[src/rtl/sbpg_pkg.sv]
// Shared constants and field widths for the spectrum bar pixel generator.
package sbpg_pkg;

  // Defaults for the top-level parameters
  localparam int BAR_COUNT_DEF    = 16;
  localparam int PANEL_WIDTH_DEF  = 64;
  localparam int PANEL_HEIGHT_DEF = 64;

  // Fixed port field widths
  localparam int IDX_W   = 4;
  localparam int FRAC_W  = 17;
  localparam int COORD_W = 6;
  localparam int COLOR_W = 8;

  // Q1.16 full scale and rounding half LSB
  localparam logic [FRAC_W-1:0] FULL_SCALE = 17'h10000;
  localparam int                HALF_LSB   = 32768;
  localparam int                FRAC_SHIFT = 16;

  // Request codes
  localparam logic REQ_UPDATE = 1'b0;
  localparam logic REQ_QUERY  = 1'b1;

  localparam logic [COLOR_W-1:0] COLOR_MAX = 8'hFF;
  localparam logic [COLOR_W-1:0] COLOR_OFF = 8'h00;

endpackage

[src/rtl/sbpg_ram.sv]
// Generic single-port-write, single-port-read RAM with registered read data.
module sbpg_ram #(
  parameter int WIDTH = 8,
  parameter int DEPTH = 16,
  parameter int AW    = (DEPTH > 1) ? $clog2(DEPTH) : 1
) (
  input  logic             clk,
  input  logic             we,
  input  logic [AW-1:0]    waddr,
  input  logic [WIDTH-1:0] wdata,
  input  logic [AW-1:0]    raddr,
  output logic [WIDTH-1:0] rdata
);

  logic [WIDTH-1:0] mem [DEPTH];

  always_ff @(posedge clk) begin
    if (we) begin
      mem[waddr] <= wdata;
    end
    rdata <= mem[raddr];
  end

endmodule

[src/rtl/spectrum_bar_pixel_generator.sv]
// Spectrum analyzer bar graph pixel generator: bar/peak store and pixel colorizer.
//
// Usage: drive an item with start high. busy is always low, so one item may
// be given every cycle.
//   req_type = update: bar_index, level_frac and peak_frac (Q1.16, saturated
//     at 1.0) are turned into pixel heights and written to the bar store in
//     the cycle the item is taken. No result is produced.
//   req_type = query: pixel_x/pixel_y select one panel pixel. Its color shows
//     on red/green/blue with strobe high for one cycle, once the bar store read
//     and the color logic have each been registered.
// Throughput: one item per cycle. The bar store has one write and one read
// port and a write lands before any later query reads it, so an update
// followed directly by a query of the same bar returns the new heights.
// Reset: clears the pipeline and the per-bar valid bits; a bar never written
// since reset reads as zero height, so the panel is blank.
// The receiver cannot stall: a result is shown for exactly one cycle.
module spectrum_bar_pixel_generator #(
  parameter int BAR_COUNT    = sbpg_pkg::BAR_COUNT_DEF,
  parameter int PANEL_WIDTH  = sbpg_pkg::PANEL_WIDTH_DEF,
  parameter int PANEL_HEIGHT = sbpg_pkg::PANEL_HEIGHT_DEF
) (
  input  logic                          clk,
  input  logic                          rst,
  input  logic                          start,
  output logic                          busy,
  input  logic                          req_type,
  input  logic [sbpg_pkg::IDX_W-1:0]    bar_index,
  input  logic [sbpg_pkg::FRAC_W-1:0]   level_frac,
  input  logic [sbpg_pkg::FRAC_W-1:0]   peak_frac,
  input  logic [sbpg_pkg::COORD_W-1:0]  pixel_x,
  input  logic [sbpg_pkg::COORD_W-1:0]  pixel_y,
  output logic                          strobe,
  output logic [sbpg_pkg::COLOR_W-1:0]  red,
  output logic [sbpg_pkg::COLOR_W-1:0]  green,
  output logic [sbpg_pkg::COLOR_W-1:0]  blue
);

  import sbpg_pkg::*;

  localparam int AW    = (BAR_COUNT > 1) ? $clog2(BAR_COUNT) : 1;
  localparam int HW    = $clog2(PANEL_HEIGHT + 1);
  localparam int YW    = $clog2(PANEL_HEIGHT);
  localparam int MW    = FRAC_W + $clog2(PANEL_HEIGHT + 1) + 1;
  localparam int TOP   = PANEL_HEIGHT - 1;
  localparam int BW    = PANEL_WIDTH / BAR_COUNT;
  localparam int BWD   = (BW == 0) ? 1 : BW;
  localparam int XN    = 2 ** COORD_W;
  localparam int CMP_W = 10;

  // ---------------- constant tables ----------------
  logic [AW-1:0]      col_bar [XN];
  logic [XN-1:0]      col_on;
  logic [COLOR_W-1:0] grad_lut [PANEL_HEIGHT];

  for (genvar gx = 0; gx < XN; gx++) begin : g_col
    localparam int BarNo  = gx / BWD;
    localparam int Within = gx % BWD;
    localparam bit On = (gx < PANEL_WIDTH) && (BW != 0) && (BarNo < BAR_COUNT) &&
                        (Within != BW - 1);
    assign col_bar[gx] = AW'(BarNo);
    assign col_on[gx]  = On;
  end

  for (genvar gy = 0; gy < PANEL_HEIGHT; gy++) begin : g_grad
    assign grad_lut[gy] = COLOR_W'((510 * gy) / TOP);
  end

  // ---------------- stage 0: transfer, height conversion, store access ----------------
  logic              xfer;
  logic              wr_en;
  logic [AW-1:0]     wr_addr;
  logic [FRAC_W-1:0] level_sat;
  logic [FRAC_W-1:0] peak_sat;
  logic [MW-1:0]     level_prod;
  logic [MW-1:0]     peak_prod;
  logic [HW-1:0]     level_h;
  logic [HW-1:0]     peak_h;
  logic [AW-1:0]     rd_addr;
  logic              y_ok;
  logic [2*HW-1:0]   rd_data;
  logic [BAR_COUNT-1:0] ent_valid;

  assign busy = 1'b0;
  assign xfer = start && !busy;

  assign level_sat  = (level_frac > FULL_SCALE) ? FULL_SCALE : level_frac;
  assign peak_sat   = (peak_frac > FULL_SCALE) ? FULL_SCALE : peak_frac;
  assign level_prod = MW'(level_sat) * MW'(PANEL_HEIGHT) + MW'(HALF_LSB);
  assign peak_prod  = MW'(peak_sat) * MW'(PANEL_HEIGHT) + MW'(HALF_LSB);
  assign level_h    = HW'(level_prod >> FRAC_SHIFT);
  assign peak_h     = HW'(peak_prod >> FRAC_SHIFT);

  assign wr_en   = xfer && (req_type == REQ_UPDATE) &&
                   (CMP_W'(bar_index) < CMP_W'(BAR_COUNT));
  assign wr_addr = AW'(bar_index);
  assign rd_addr = col_bar[pixel_x];
  assign y_ok    = CMP_W'(pixel_y) < CMP_W'(PANEL_HEIGHT);

  sbpg_ram #(
    .WIDTH (2 * HW),
    .DEPTH (BAR_COUNT),
    .AW    (AW)
  ) u_bar_ram (
    .clk   (clk),
    .we    (wr_en),
    .waddr (wr_addr),
    .wdata ({level_h, peak_h}),
    .raddr (rd_addr),
    .rdata (rd_data)
  );

  // Valid bits stand in for clearing the store at reset
  always_ff @(posedge clk) begin
    if (rst) begin
      ent_valid <= '0;
    end else if (wr_en) begin
      ent_valid[wr_addr] <= 1'b1;
    end
  end

  // ---------------- stage 1 registers ----------------
  logic          s1_valid;
  logic          s1_draw;
  logic          s1_ent_ok;
  logic [YW-1:0] s1_yy;

  always_ff @(posedge clk) begin
    if (rst) begin
      s1_valid <= 1'b0;
    end else begin
      s1_valid <= xfer && (req_type == REQ_QUERY);
    end
  end

  always_ff @(posedge clk) begin
    s1_draw   <= col_on[pixel_x] && y_ok;
    s1_ent_ok <= ent_valid[rd_addr];
    s1_yy     <= YW'(TOP) - YW'(pixel_y);
  end

  // ---------------- stage 1: color ----------------
  logic [HW-1:0]      bar_h;
  logic [HW-1:0]      pk_h;
  logic [YW-1:0]      peak_row;
  logic               upper;
  logic [YW-1:0]      grad_idx;
  logic [COLOR_W-1:0] grad_val;
  logic [COLOR_W-1:0] red_next;
  logic [COLOR_W-1:0] green_next;
  logic [COLOR_W-1:0] blue_next;

  assign bar_h    = s1_ent_ok ? rd_data[2*HW-1:HW] : '0;
  assign pk_h     = s1_ent_ok ? rd_data[HW-1:0] : '0;
  assign peak_row = (pk_h >= HW'(TOP)) ? YW'(TOP) : YW'(pk_h);
  // Lower half ramps red up, upper half ramps green down
  assign upper    = (CMP_W'(s1_yy) << 1) >= CMP_W'(TOP);
  assign grad_idx = upper ? (YW'(TOP) - s1_yy) : s1_yy;
  assign grad_val = grad_lut[grad_idx];

  always_comb begin
    red_next   = COLOR_OFF;
    green_next = COLOR_OFF;
    blue_next  = COLOR_OFF;
    if (s1_draw) begin
      if ((pk_h != '0) && (s1_yy == peak_row)) begin
        red_next   = COLOR_MAX;
        green_next = COLOR_MAX;
        blue_next  = COLOR_MAX;
      end else if (HW'(s1_yy) < bar_h) begin
        red_next   = upper ? COLOR_MAX : grad_val;
        green_next = upper ? grad_val : COLOR_MAX;
      end
    end
  end

  always_ff @(posedge clk) begin
    if (rst) begin
      strobe <= 1'b0;
    end else begin
      strobe <= s1_valid;
    end
  end

  always_ff @(posedge clk) begin
    red   <= red_next;
    green <= green_next;
    blue  <= blue_next;
  end

endmodule

[config.mk]
export PLATFORM = sky130hd
export DESIGN_NAME = spectrum_bar_pixel_generator
export DESIGN_NICKNAME = d
export VERILOG_FILES = /design/src/rtl/sbpg_pkg.sv /design/src/rtl/sbpg_ram.sv /design/src/rtl/spectrum_bar_pixel_generator.sv
export SDC_FILE = /design/constraint.sdc
export NUM_CORES = 1
export LEC_CHECK = 0
export ABC_CLOCK_PERIOD_IN_PS = 2900
export BUFFER_PORTS_ARGS = -buffer_cell sky130_fd_sc_hd__buf_2
export CORE_ASPECT_RATIO = 0.7
export CORE_MARGIN = 2
export CORE_UTILIZATION = 35
export CTS_CLUSTER_DIAMETER = 30
export DETAILED_ROUTE_END_ITERATION = 10
export GPL_TIMING_DRIVEN = 1
export HOLD_SLACK_MARGIN = 0.1
export SYNTH_ARGS = -nofsm -noshare
export SYNTH_HDL_FRONTEND = slang
export SYNTH_SLANG_ARGS = --single-unit
export TNS_END_PERCENT = 20
[constraint.sdc]
create_clock -name clk -period 2.9 [get_ports clk]
set_input_delay 0.58 -clock clk [delete_from_list [all_inputs] [get_ports clk]]
set_output_delay 0.58 -clock clk [all_outputs]
set_load 0.005 [all_outputs]
# [Yosys cells after proc, flatten, opt, wreduce, memory -nomap -nowiden]
# Memory sizes are Yosys's and may differ from the RTL's. A register that Yosys moved wholly into a read port is not among the register bits.
# Index checks and enable logic that the tools add are counted.
# Widths: inputs -> output; s select.
[op_classes] magnitude_cmp=10 addsub=4 n_reduce_logical=5 mux=23 bitwise_logic=4 n_eq_ne=1
[ops] op="$mux 8" n=9
[ops] op="$add 23x16->23 const B" n=2
[ops] op="$gt 17x17->1 const B" n=2
[ops] op="$mux 17" n=2
[ops] op="$or 16x16->16" n=1
[ops] op="$ge 7x6->1 const B" n=2
[ops] op="$ge 7x7->1 const B" n=2
[ops] op="$mux 7" n=2
[ops] op="$not 6->7" n=2
[ops] op="$mux 6" n=2
[ops] op="$sub 6x6->6 const A" n=2
[ops] op="$lt 4x5->1 const B" n=2
[ops] op="$mux 4" n=2
[ops] op="$lt 6x7->1" n=1
[ops] op="$reduce_bool 7->1" n=1
[ops] op="$eq 6x6->1" n=1
[ops] op="$bmux 1 s4" n=1
[ops] op="$demux 1 s4" n=1
[ops] op="$ge 4x1->1 const B" n=1
[ops] op="$logic_and 1x1->1" n=4
[ops] op="$mux 1" n=4
[ops] op="$not 1->1" n=1
[word_totals] mem_bits_rw=224 rom_bits=832 memories=4 ff_bits=49 word_cells=59 out_inout_bits=26 input_bits=54
[mem_list] name="(name not given)" words=64 word_bits=8 rd=1 rd_clocked_by_memory_dff=0 write_ports=0 line="spectrum_bar_pixel_generator.sv:158" text="assign grad_val = grad_lut[grad_idx];"
[mem_list] name="(name not given)" words=64 word_bits=4 rd=1 rd_clocked_by_memory_dff=0 write_ports=0 line="spectrum_bar_pixel_generator.sv:96" text="assign rd_addr = col_bar[pixel_x];"
[mem_list] name="u_bar_ram.mem" words=16 word_bits=14 rd=1 rd_clocked_by_memory_dff=1 write_ports=1 line="sbpg_ram.sv:15" text="logic [WIDTH-1:0] mem [DEPTH];"
[mem_list] name="(name not given)" words=64 word_bits=1 rd=1 rd_clocked_by_memory_dff=1 write_ports=0 line="spectrum_bar_pixel_generator.sv:136" text="s1_draw <= col_on[pixel_x] && y_ok;"

# [Longest topological paths before layout]
# Gate-level depths: netlist of run 1.
[logic_depth] depth_word=9 mapped_depth=9 ltp_nobuf=8

# [By module]
# Synthesis of run 1 repeated with hierarchy kept, for this count alone.
[unflattened] hier_cells=633 hier_area_um2=11193.2
[by_module_without_submodules] module="sbpg_ram" area_each_um2=8763.4 cells_each=379 n_inst=1
[by_module_without_submodules] module="spectrum_bar_pixel_generator" area_each_um2=2429.8 cells_each=254 n_inst=1

# [Worst setup path before layout of run 1]
# Ideal clock, no wire load.
[synth_timing] kind="in2reg" from="input port bar_index[2] in the netlist's numbering" to="memory u_bar_ram.mem[0][0] in the netlist's numbering, enable pin" cell_stages=2 path_slack_ps=129 arrival_ps=2365 path_cell_list="or4b_2 nor3_1"
[synth_rtl] element="from (decl)" line="spectrum_bar_pixel_generator.sv:27" text="input logic [sbpg_pkg::IDX_W-1:0] bar_index,"
[synth_rtl] element="to (decl)" line="sbpg_ram.sv:15"
# No word-level cell before the write port.

# [Worst setup path in the final report of run 1]
[layout_timing] from="register s1_ent_ok" to="register red[1] in the netlist's numbering"
[layout_between] elab_chain_cells=6 elab_cells_between_ends=10
[layout_lines] element="from (decl)" line="spectrum_bar_pixel_generator.sv:124" text="logic s1_ent_ok;"
[layout_lines] element="from (signal assigned)" line="spectrum_bar_pixel_generator.sv:137" text="s1_ent_ok <= ent_valid[rd_addr];"
[layout_lines] element="$mux 7" line="spectrum_bar_pixel_generator.sv:153" text="assign pk_h = s1_ent_ok ? rd_data[HW-1:0] : '0;"
[layout_lines] element="$ge 7x6->1" line="spectrum_bar_pixel_generator.sv:154" text="assign peak_row = (pk_h >= HW'(TOP)) ? YW'(TOP) : YW'(pk_h);"
[layout_lines] element="$mux 6" line="spectrum_bar_pixel_generator.sv:154"
[layout_lines] element="$eq 6x6->1" line="spectrum_bar_pixel_generator.sv:165" text="if ((pk_h != '0) && (s1_yy == peak_row)) begin"
[layout_lines] element="$logic_and 1x1->1" line="spectrum_bar_pixel_generator.sv:165"
[layout_lines] element="$mux 8 *" line="spectrum_bar_pixel_generator.sv:165"
[layout_lines] element="to (signal assigned)" line="spectrum_bar_pixel_generator.sv:185" text="red <= red_next;"
[layout_lines] element="to (decl)" line="spectrum_bar_pixel_generator.sv:33" text="output logic [sbpg_pkg::COLOR_W-1:0] red,"
# Mark *: on every way between the ends. The rest lies on a longest branch, timed or not.
# A chain may end at the register's enable or synchronous reset.

==> reports/metrics.yaml, run 1 <==
outcome: "completed"
period_needed_ns: 2.52
grt_pass1_vias: 5722
synth_top_cell_area_share_pct: 60.9
antenna_found_initial: 0
setup_violations: 0
numClockSinks: 281
post-route-drc-count: 0
tns_ns: 0
cts_resized: 0
cp_slowest_cell: "a31oi_1"
antenna_cells: 0
reg2reg_setup_slack_ns: 0.38
rows: 54
critical_path_buf_inv_count: 0
cts_buffers: 37
relSlewSlack_pct: 20.5
vias_per_cell: 5.02
place_area_um2: 12200
power-per-cell-area_nw_per_um2: 712
ys_seq_area_share_pct: 71.2
clk_pin_slew_worst_paths_ns: 0.06
max_stage_delay_ns: 0.75
rr_worst_depth: 7
post-route-period-util_pct: 86.9
fmax_ghz: 0.397
vias: 5884
rsz0062_at_grt: "false"
synth_fp_nets: 668
path_max_fanout: 16
synth_cells: 597
final_util_pct: 43.2
die_height_um: 153
holdBufCountCts: 0
fin_hold_ws_ns: 0.210
h-tree-depth: 2
root_buffer: "clkbuf_16"
post_cts_buffers: 0
post_drt_wl_per_cell_um: 20.3
place_congestion: 0.783
synth_edf_count: 224
max_slew.worst_pin.slew_ns: 1.18
synthArstFlopShare_pct: 0
path_class: "flip-flop to flip-flop"
power_mw: 9.58
whs_path_depth: 2
cp_top_family: "compound AO/OA/AOI/OAI gates"
syn_area_per_cell_um2: 18.5
leakage_nw: 4.49
yosys_warnings: 0
design_area_um2: 13400
grt_max_degree: 26
maxSlewViolCount: 0
clock_latency_ns: 0.52
whs_endpoint: "s1_yy[3]$_DFF_P_"
hold_path.startpoint: "pixel_y[3]"
ys_seq_elements: 281
crit_path_frequent_cell: "o21ai_0"
cp.required_ns: 3.25
area_growth_pct: 21.7
dp_hpwl_mm: 13.9
peakVddDrop_v: 0.000513
multi_input_area_um2: 2960
first_pass_iters: 5
synth-main-ff-cell: "edfxtp_1"
die_w_um: 216
synth.distinct_cells: 42
nNetsFinal: 795
worstHoldPathType: "primary input to flip-flop"
timing.final.hold_violations: 0
portBuffers: 78
drive_gt1_share_pct: 32.7
overflow: 0
ios: 80
grt_usage_pct: 14.6
r2r-start: "s1_ent_ok$_DFF_P_"
yosys.area.top_type: "edfxtp_1"
crit_chain: "nand2_1, ha_1, o21ai_0, o21ai_0, a311oi_1, a31oi_1, o21ai_0"
core_area_um2: 31100
synthTopCellsByArea: "edfxtp_1 (61%), mux4_2 (11%), dfxtp_1 (10%), mux4_1 (4.8%), nor2_1 (2.1%)"
cts_tree: "yes"
cp-start-kind: "flip-flop"
initial_core_util_pct: 35.5
routed_wirelength_mm: 23.8
ant_nets: 0
seqCellArea_um2: 7870
dieArea_um2: 33000
maxCapViolCount: 0
grt_pass1_wl_mm: 35.9
clk_path_buf_depth: 3
fill_cells: 2710
r2r-end: "red[1]$_SDFF_PN0_"
clock_skew_ns: 0.0164
netlist_area_um2: 11100
crit_arrival_ns: 2.87
drt_iter0_markers: 535
end_kind: "flip-flop"
==> flip-flops by register name, indices dropped and copies added, names as in the netlist <==
| signal | flops |
|---|---|
| ent_valid | 16 |
| s1_yy | 6 |
| red | 8 |
| green | 8 |
| blue | 1 |
| s1_valid | 1 |
| u_bar_ram.rdata | 14 |
| u_bar_ram.mem | 224 |
| strobe | 1 |
| s1_draw | 1 |
| s1_ent_ok | 1 |
==> Yosys cell counts, drive strengths merged (2+ instances only) <==
library cell,number
a21oi,2
a41oi,2
ha,17
mux4,75
nor2,62
edfxtp,224
o21a,3
and2,3
inv,16
clkbuf,13
nand3,10
dfxtp,57
nor4bb,2
nor2b,5
nand2b,6
o31ai,2
o21ai,20
nor3,6
buf,18
nand2,14
a32oi,2
xnor2,4
nand4bb,2
xor2,6
o2111ai,2
nor4,9
o22ai,2
a21o,2
==> metal layers <==
layer	track usage, %	share of wire [%]	vias to the layer above
met3	3.33	5.6	34
met5	0	0	-
li1	-	-	2650
met2	21.2	44	174
met4	3.56	1.5	0
met1	22.3	49	3026
==> kinds of logic (layout without fill, tap and decap cells) <==
| logic type | after synthesis | after routing | share of synthesized area [%] |
|---|---|---|---|
| muxes | 75 | 75 | 16.0 |
| AOI/OAI and AO/OA | 42 | 42 | 2.43 |
| xor gates and xnor gates | 10 | 10 | 0.792 |
| buffers and inverters | 47 | 203 | 2.31 |
| other | 1 | 1 | 0.0339 |
| and+or+nand+nor | 124 | 124 | 5.37 |
| DFF | 281 | 281 | 71.2 |
| adders and majority gates | 17 | 17 | 1.92 |
==> power by group <==
group	switching (mW)	internal (mW)
combinational	0.254	0.220
clock	1.81	2.80
sequential	0.0432	4.45
total	2.11	7.47
==> cells in the final DEF (no fill, tap or decap), types with 5 or more instances in the layout <==
| cell | count |
|---|---|
| buf_12 | 5 |
| buf_2 | 77 |
| buf_4 | 37 |
| clkbuf_16 | 39 |
| dfxtp_1 | 57 |
| edfxtp_1 | 224 |
| ha_1 | 17 |
| inv_1 | 16 |
| inv_6 | 8 |
| mux4_1 | 20 |
| mux4_2 | 55 |
| nand2_1 | 14 |
| nand2b_1 | 6 |
| nand3_1 | 10 |
| nor2_1 | 58 |
| nor2b_1 | 5 |
| nor4_1 | 9 |
| o21ai_0 | 20 |
| xor2_1 | 6 |
==> worst register-to-register path: stages, from the launching register on <==
cell	delay, ns
dfxtp_1	0.55
nand2_1	0.19
ha_1	0.31
o21ai_0	0.07
o21ai_0	0.15
a311oi_1	0.11
a31oi_1	0.75
o21ai_0	0.22
==> stage by stage <==
step	cells	worst slack [ns]
6_report	1173	0.381
5_1_grt	1173	0.0448
4_1_cts	1173	0.316
3_5_place_dp	1105	-0.00510
3_3_place_gp	1105	0.0313
2_1_floorplan	597	0.129
==> layout make-up <==
type / count / share of cell area [%]
tap: 420 / 3.91
sequential: 281 / 58.5
clock buffer: 43 / 7.37
multi-input combinational: 269 / 22.0
clock inverter: 25 / 2.08
timing repair buffer: 119 / 5.68
inverter: 16 / 0.447
==> worst max path at each step <==
stage | to | from | slack, ns | cells past startpoint
finish | red[1]$_SDFF_PN0_ | s1_ent_ok$_DFF_P_ | 0.38 | 7
global route | red[1]$_SDFF_PN0_ | s1_ent_ok$_DFF_P_ | 0.04 | 7
CTS | red[1]$_SDFF_PN0_ | s1_ent_ok$_DFF_P_ | 0.32 | 7
detailed placement | u_bar_ram.mem[8][10]$_DFFE_PP_ | level_frac[9] | -0.005 | 8
global placement | u_bar_ram.mem[5][3]$_DFFE_PP_ | peak_frac[11] | 0.03 | 8
floorplan | u_bar_ram.mem[0][0]$_DFFE_PP_ | bar_index[2] | 0.13 | 2
No activity file was read; power rests on OpenSTA's default activity.
==> inputs of run 2 (changes only) <==
- ABC_CLOCK_PERIOD_IN_PS: 2900 -> 3090
- clock period: 2.9 -> 3.09 ns (I/O delays scaled with it)
==> reports/metrics.yaml, run 2 (synthesis gave the netlist of run 1 again) <==
reg2reg_setup_slack_ns: 0.73  # was 0.38 ns
final_common_cell: "edfxtp_1"  # unchanged
final_util_pct: 42.5  # was 43.2%
grt_max_degree: 27  # was 26
portBuffers: 78  # unchanged
crit_arrival_ns: 2.61  # was 2.87 ns
fill_cells: 2736  # was 2710
path_class: "primary input to flip-flop"  # was flip-flop to flip-flop
dieArea_um2: 33000  # unchanged
overflow: 0  # unchanged
die_w_um: 216  # unchanged
root_buffer: "clkbuf_16"  # unchanged
ant_nets: 0  # unchanged
path_max_fanout: 16  # unchanged
max_slew.worst_pin.slew_ns: 1.00  # was 1.18 ns
maxCapViolCount: 0  # unchanged
rsz0062_at_grt: "false"  # unchanged
post_cts_buffers: 0  # unchanged
timing.final.hold_violations: 0  # unchanged
design_area_um2: 13200  # was 13400 µm²
regMostFlops: "u_bar_ram.mem"  # unchanged
relSlewSlack_pct: 32.8  # was 20.5%
post-route-period-util_pct: 78.7
routed_wirelength_mm: 23.8  # about the same
vias_per_cell: 5.04  # was 5.02
leakage_nw: 4.40  # was 4.49 nW
r2r-end: "green[0]$_SDFF_PN0_"  # was red[1]$_SDFF_PN0_
cts_buffers: 35  # was 37
clock_skew_ns: 0.0225  # was 0.0164 ns
initial_core_util_pct: 35.5  # unchanged
drive_gt1_share_pct: 31.5  # was 32.7%
maxSlewViolCount: 0  # unchanged
clock_latency_ns: 0.52  # about the same
worstHoldPathType: "primary input to flip-flop"  # unchanged
numClockSinks: 281  # unchanged
r2r-start: "s1_ent_ok$_DFF_P_"  # unchanged
critical_path_buf_inv_count: 1  # was 0
place_area_um2: 12100  # was 12200 µm²
cp_slowest_cell: "nor2_1"  # was a31oi_1
grt_usage_pct: 14.5  # was 14.6%
post-route-drc-count: 0  # unchanged
outcome: "completed"  # unchanged
place_congestion: 0.797  # was 0.783
reg_top3: "u_bar_ram.mem: 224 flops, ent_valid: 16 flops, u_bar_ram.rdata: 14 flops"  # unchanged
peakVddDrop_v: 0.000343  # was 0.000513 V
holdBufCountCts: 0  # unchanged
cp-start-kind: "primary input"  # was flip-flop
clk_pin_slew_worst_paths_ns: 0.05  # was 0.06 ns
max_stage_delay_ns: 0.73  # was 0.75 ns
antenna_found_initial: 0  # unchanged
end_kind: "flip-flop"  # unchanged
hold_path.startpoint: "pixel_y[3]"  # unchanged
nNetsFinal: 789  # was 795
rr_worst_depth: 8  # was 7
cp_top_family: "simple AND/OR/NAND/NOR gates"  # was compound AO/OA/AOI/OAI gates
cts_resized: 0  # unchanged
dp_hpwl_mm: 14.3  # was 13.9 mm
h-tree-depth: 2  # unchanged
whs_endpoint: "s1_yy[3]$_DFF_P_"  # unchanged
core_area_um2: 31100  # unchanged
grt_pass1_vias: 5817  # was 5722
tns_ns: 0  # unchanged
setup_violations: 0  # unchanged
area_growth_pct: 19.8  # was 21.7%
power-per-cell-area_nw_per_um2: 645  # was 712 nW/µm²
ios: 80  # unchanged
vias: 5861  # was 5884
first_pass_iters: 5  # unchanged
die_height_um: 153  # unchanged
most-common-layout-cells: "edfxtp_1 (224), buf_2 (77), nor2_1 (58), dfxtp_1 (57), mux4_2 (55)"  # unchanged
crit_path_frequent_cell: "nor2_1"  # was o21ai_0
post_drt_wl_per_cell_um: 20.5  # was 20.3 µm
crit_chain: "buf_2, nor4_1, a41oi_1, nor2b_1, ha_1, nand2_1, nor2_1, xnor2_1, nor2_1"  # was nand2_1, ha_1, o21ai_0, o21ai_0, a311oi_1, a31oi_1, o21ai_0
grt_pass1_wl_mm: 35.7  # was 35.9 mm
power_mw: 8.54  # was 9.58 mW
rows: 54  # unchanged
whs_path_depth: 2  # unchanged
cp.required_ns: 3.27  # was 3.25 ns
drt_iter0_markers: 513  # was 535
period_needed_ns: 2.43
cts_tree: "yes"  # unchanged
largest_register_ffs: 224  # unchanged
clk_path_buf_depth: 3  # unchanged
fmax_ghz: 0.411
==> run 2: stage by stage <==
stage / instances / hold slack (ns) / setup WS (ns)
after floorplan: 597 / 0.414 / 0.281
after global placement: 1100 / 0.442 / 0.201
after detailed placement: 1100 / 0.440 / 0.162
after CTS: 1162 / 0.233 / 0.641
after global routing: 1163 / 0.252 / 0.385
final: 1164 / 0.250 / 0.658
==> run 2: final cells by class <==
class / instances / area (µm²) / share of cell area [%]
flip-flops and latches: 281 / 7870 / 59.4
multi-input cells: 269 / 2960 / 22.4
clock buffers: 39 / 933 / 7.05
repair buffers: 115 / 696 / 5.26
well taps: 420 / 526 / 3.97
clock inverters: 23 / 191 / 1.45
inverters: 16 / 60.1 / 0.454
diodes: 1 / 2.50 / 0.0189
==> run 2: report_power, final <==
| part | switching (mW) | total [mW] | internal [mW] |
|---|---|---|---|
| clock network | 1.58 | 3.88 | 2.30 |
| logic | 0.241 | 0.441 | 0.200 |
| registers | 0.0415 | 4.22 | 4.18 |
==> run 2: worst max-delay path by stage <==
stage                   startpoint                        endpoint  slack (ns)  cells past startpoint
floorplan             bar_index[2]   u_bar_ram.mem[0][0]$_DFFE_PP_        0.28                      2
global placement    level_frac[11]  u_bar_ram.mem[9][10]$_DFFE_PP_        0.20                      8
detailed placement  level_frac[11]  u_bar_ram.mem[0][12]$_DFFE_PP_        0.16                      8
CTS                  peak_frac[11]   u_bar_ram.mem[4][5]$_DFFE_PP_        0.64                      9
global route          peak_frac[9]   u_bar_ram.mem[5][5]$_DFFE_PP_        0.39                      9
finish               peak_frac[11]   u_bar_ram.mem[5][5]$_DFFE_PP_        0.66                      9
==> run 2: layer usage <==
| layer | wire length [µm] | global-route usage, % | vias to the layer above |
|---|---|---|---|
| li1 | - | - | 2648 |
| met1 | 11100 | 21.1 | 2990 |
| met2 | 10800 | 22.4 | 188 |
| met3 | 1550 | 3.29 | 35 |
| met4 | 327 | 3.23 | 0 |
| met5 | 0 | 0 | - |
==> inputs of run 3 (changes only) <==
- ABC_CLOCK_PERIOD_IN_PS: 3090 -> 2400
- clock period: 3.09 -> 2.4 ns (I/O delays scaled with it)
==> reports/metrics.yaml, run 3 (synthesis gave the netlist of run 1 again) <==
outcome: "completed"  # unchanged
clk_pin_slew_worst_paths_ns: 0.06  # was 0.05 ns
regMostFlops: "u_bar_ram.mem"  # unchanged
routed_wirelength_mm: 23.6  # was 23.8 mm
fin_hold_ws_ns: 0.125  # was 0.250 ns
ios: 80  # unchanged
final_common_cell: "edfxtp_1"  # unchanged
cts_buffers: 36  # was 35
maxCapViolCount: 0  # unchanged
die_height_um: 153  # unchanged
antenna_found_initial: 0  # unchanged
p_int_mw: 8.76  # was 6.68 mW
final_util_pct: 43.7  # was 42.5%
seqCellArea_um2: 7870  # unchanged
m1WireLength_mm: 11.0  # was 11.1 mm
power_switching_mw: 2.44  # was 1.86 mW
timing.final.hold_violations: 0  # unchanged
antenna_cells: 0  # was 1
fill_cells: 2697  # was 2736
cts_tree: "yes"  # unchanged
initial_core_util_pct: 35.5  # unchanged
vias: 5834  # was 5861
place_congestion: 0.773  # was 0.797
core_area_um2: 31100  # unchanged
final_cells: 1189  # was 1164
fmax_ghz: 0.464
overflow: 0  # unchanged
end_kind: "flip-flop"  # unchanged
reg_top3: "u_bar_ram.mem: 224 flops, ent_valid: 16 flops, u_bar_ram.rdata: 14 flops"  # unchanged
r2r-start: "s1_ent_ok$_DFF_P_"  # unchanged
dp_hpwl_mm: 14.3  # about the same
die_w_um: 216  # unchanged
maxSlewViolCount: 0  # unchanged
portBuffers: 78  # unchanged
setup_violations: 0  # unchanged
grt_pass1_vias: 5846  # was 5817
max_slew.worst_pin.slew_ns: 1.06  # was 1.00 ns
nNetsFinal: 814  # was 789
largest_register_ffs: 224  # unchanged
cp.required_ns: 2.82  # was 3.27 ns
wl_met3_mm: 1.56  # was 1.55 mm
most-common-layout-cells: "edfxtp_1 (224), buf_2 (77), nor2_1 (57), dfxtp_1 (57), mux4_2 (55)"  # was edfxtp_1 (224), buf_2 (77), nor2_1 (58), dfxtp_1 (57), mux4_2 (55)
design_area_um2: 13600  # was 13200 µm²
clock_latency_ns: 0.52  # about the same
pre_cts_ws_ns: -0.354  # was 0.162 ns
rsz0062_at_grt: "true"  # was false
period_needed_ns: 2.15
post_drt_wl_per_cell_um: 19.8  # was 20.5 µm
dieArea_um2: 33000  # unchanged
worstHoldPathType: "primary input to flip-flop"  # unchanged
power_frac_seq_pct: 48.4  # was 49.4%
power-per-cell-area_nw_per_um2: 823  # was 645 nW/µm²
multi_input_area_um2: 2970  # was 2960 µm²
startpoint: "s1_ent_ok$_DFF_P_"  # was peak_frac[11]
path_class: "flip-flop to flip-flop"  # was primary input to flip-flop
grt_max_degree: 20  # was 27
post-route-period-util_pct: 89.8
rows: 54  # unchanged
tns_ns: 0  # unchanged
clk_path_buf_depth: 3  # unchanged
vias_per_cell: 4.91  # was 5.04
cp-start-kind: "flip-flop"  # was primary input
grt_usage_pct: 14.7  # was 14.5%
clock_skew_ns: 0.0277  # was 0.0225 ns
highest_layer: "met4"  # unchanged
drt_iter0_markers: 621  # was 513
ant_nets: 0  # unchanged
hold_path.startpoint: "pixel_y[4]"  # was pixel_y[3]
setup_slack_ns: 0.246  # was 0.658 ns
clockPowerShare_pct: 46.1  # was 45.4%
drive_gt1_share_pct: 34.1  # was 31.5%
numClockSinks: 281  # unchanged
peakVddDrop_v: 0.000459  # was 0.000343 V
sw_frac_of_total_pct: 21.8  # about the same
root_buffer: "clkbuf_16"  # unchanged
relSlewSlack_pct: 29.1  # was 32.8%
combPwrFrac_pct: 5.5  # was 5.2%
power_mw: 11.2  # was 8.54 mW
place_inst: 1124  # was 1100
h-tree-depth: 2  # unchanged
first_pass_iters: 5  # unchanged
crit_arrival_ns: 2.57  # was 2.61 ns
wl_met2_mm: 10.7  # was 10.8 mm
post-route-drc-count: 0  # unchanged
area_growth_pct: 23.2  # was 19.8%
place_area_um2: 12400  # was 12100 µm²
grt_pass1_wl_mm: 35.9  # was 35.7 mm
path_max_fanout: 16  # unchanged
leakage_nw: 4.58  # was 4.40 nW
run 3: cell count changes in the layout (fill, tap and decap cells not counted), moves of 2 or more:
cell | previous run | this run
buf_12 | 2 | 14
buf_4 | 36 | 47
clkinv_2 | 4 | 6
clkinv_4 | 7 | 0
inv_6 | 3 | 8
inv_8 | 0 | 2
o21ai_0 | 20 | 18
o21ai_1 | 0 | 2
run 3: what timing repair did:
item,4_1_cts,5_1_grt
setup endpoints to repair,4,65
endpoints found under the hold margin,1,0
hold buffers,1,0
buffers inserted,0,0
resized for setup,1,6
run 3: cell type report:
type | count | share of cell area [%]
Sequential cell | 281 | 57.8
Multi-Input combinational cell | 269 | 21.8
Timing Repair Buffer | 139 | 7.56
Clock buffer | 39 | 6.86
Tap cell | 420 | 3.86
Clock inverter | 25 | 1.68
Inverter | 16 | 0.441
run 3: path summary, 6_finish.rpt:
check | end | slack (ns) | cells past startpoint
min reg2reg | strobe$_SDFF_PP0_ | 0.46 | 1
min | s1_yy[4]$_DFF_P_ | 0.12 | 2
max reg2reg | red[5]$_SDFF_PN0_ | 0.25 | 7
max | red[5]$_SDFF_PN0_ | 0.25 | 7
run 3: critical path, cell delays in order (launching register included):
cell and delay (ns):
dfxtp_1 0.46, nand2_1 0.19, ha_1 0.33, a211oi_1 0.21, o21ai_0 0.12, a311oi_1 0.32, a31oi_2 0.17, o21ai_0 0.25
run 3: power groups by stage:
stage	sequential, mW	combinational, mW	clock, mW
6_report	5.42	0.614	5.17
5_1_grt	5.43	0.678	5.53
4_1_cts	5.43	0.619	5.29
3_5_place_dp	5.53	0.615	0
3_3_place_gp	5.52	0.609	0
2_1_floorplan	5.51	0.352	0
run 3: metal layers:
metal  vias to the layer above  global-route usage (%)
li1                       2677                       -
met1                      2932                    21.4
met2                       194                    22.1
met3                        31                    3.45
met4                         0                    3.85
met5                         -                       0
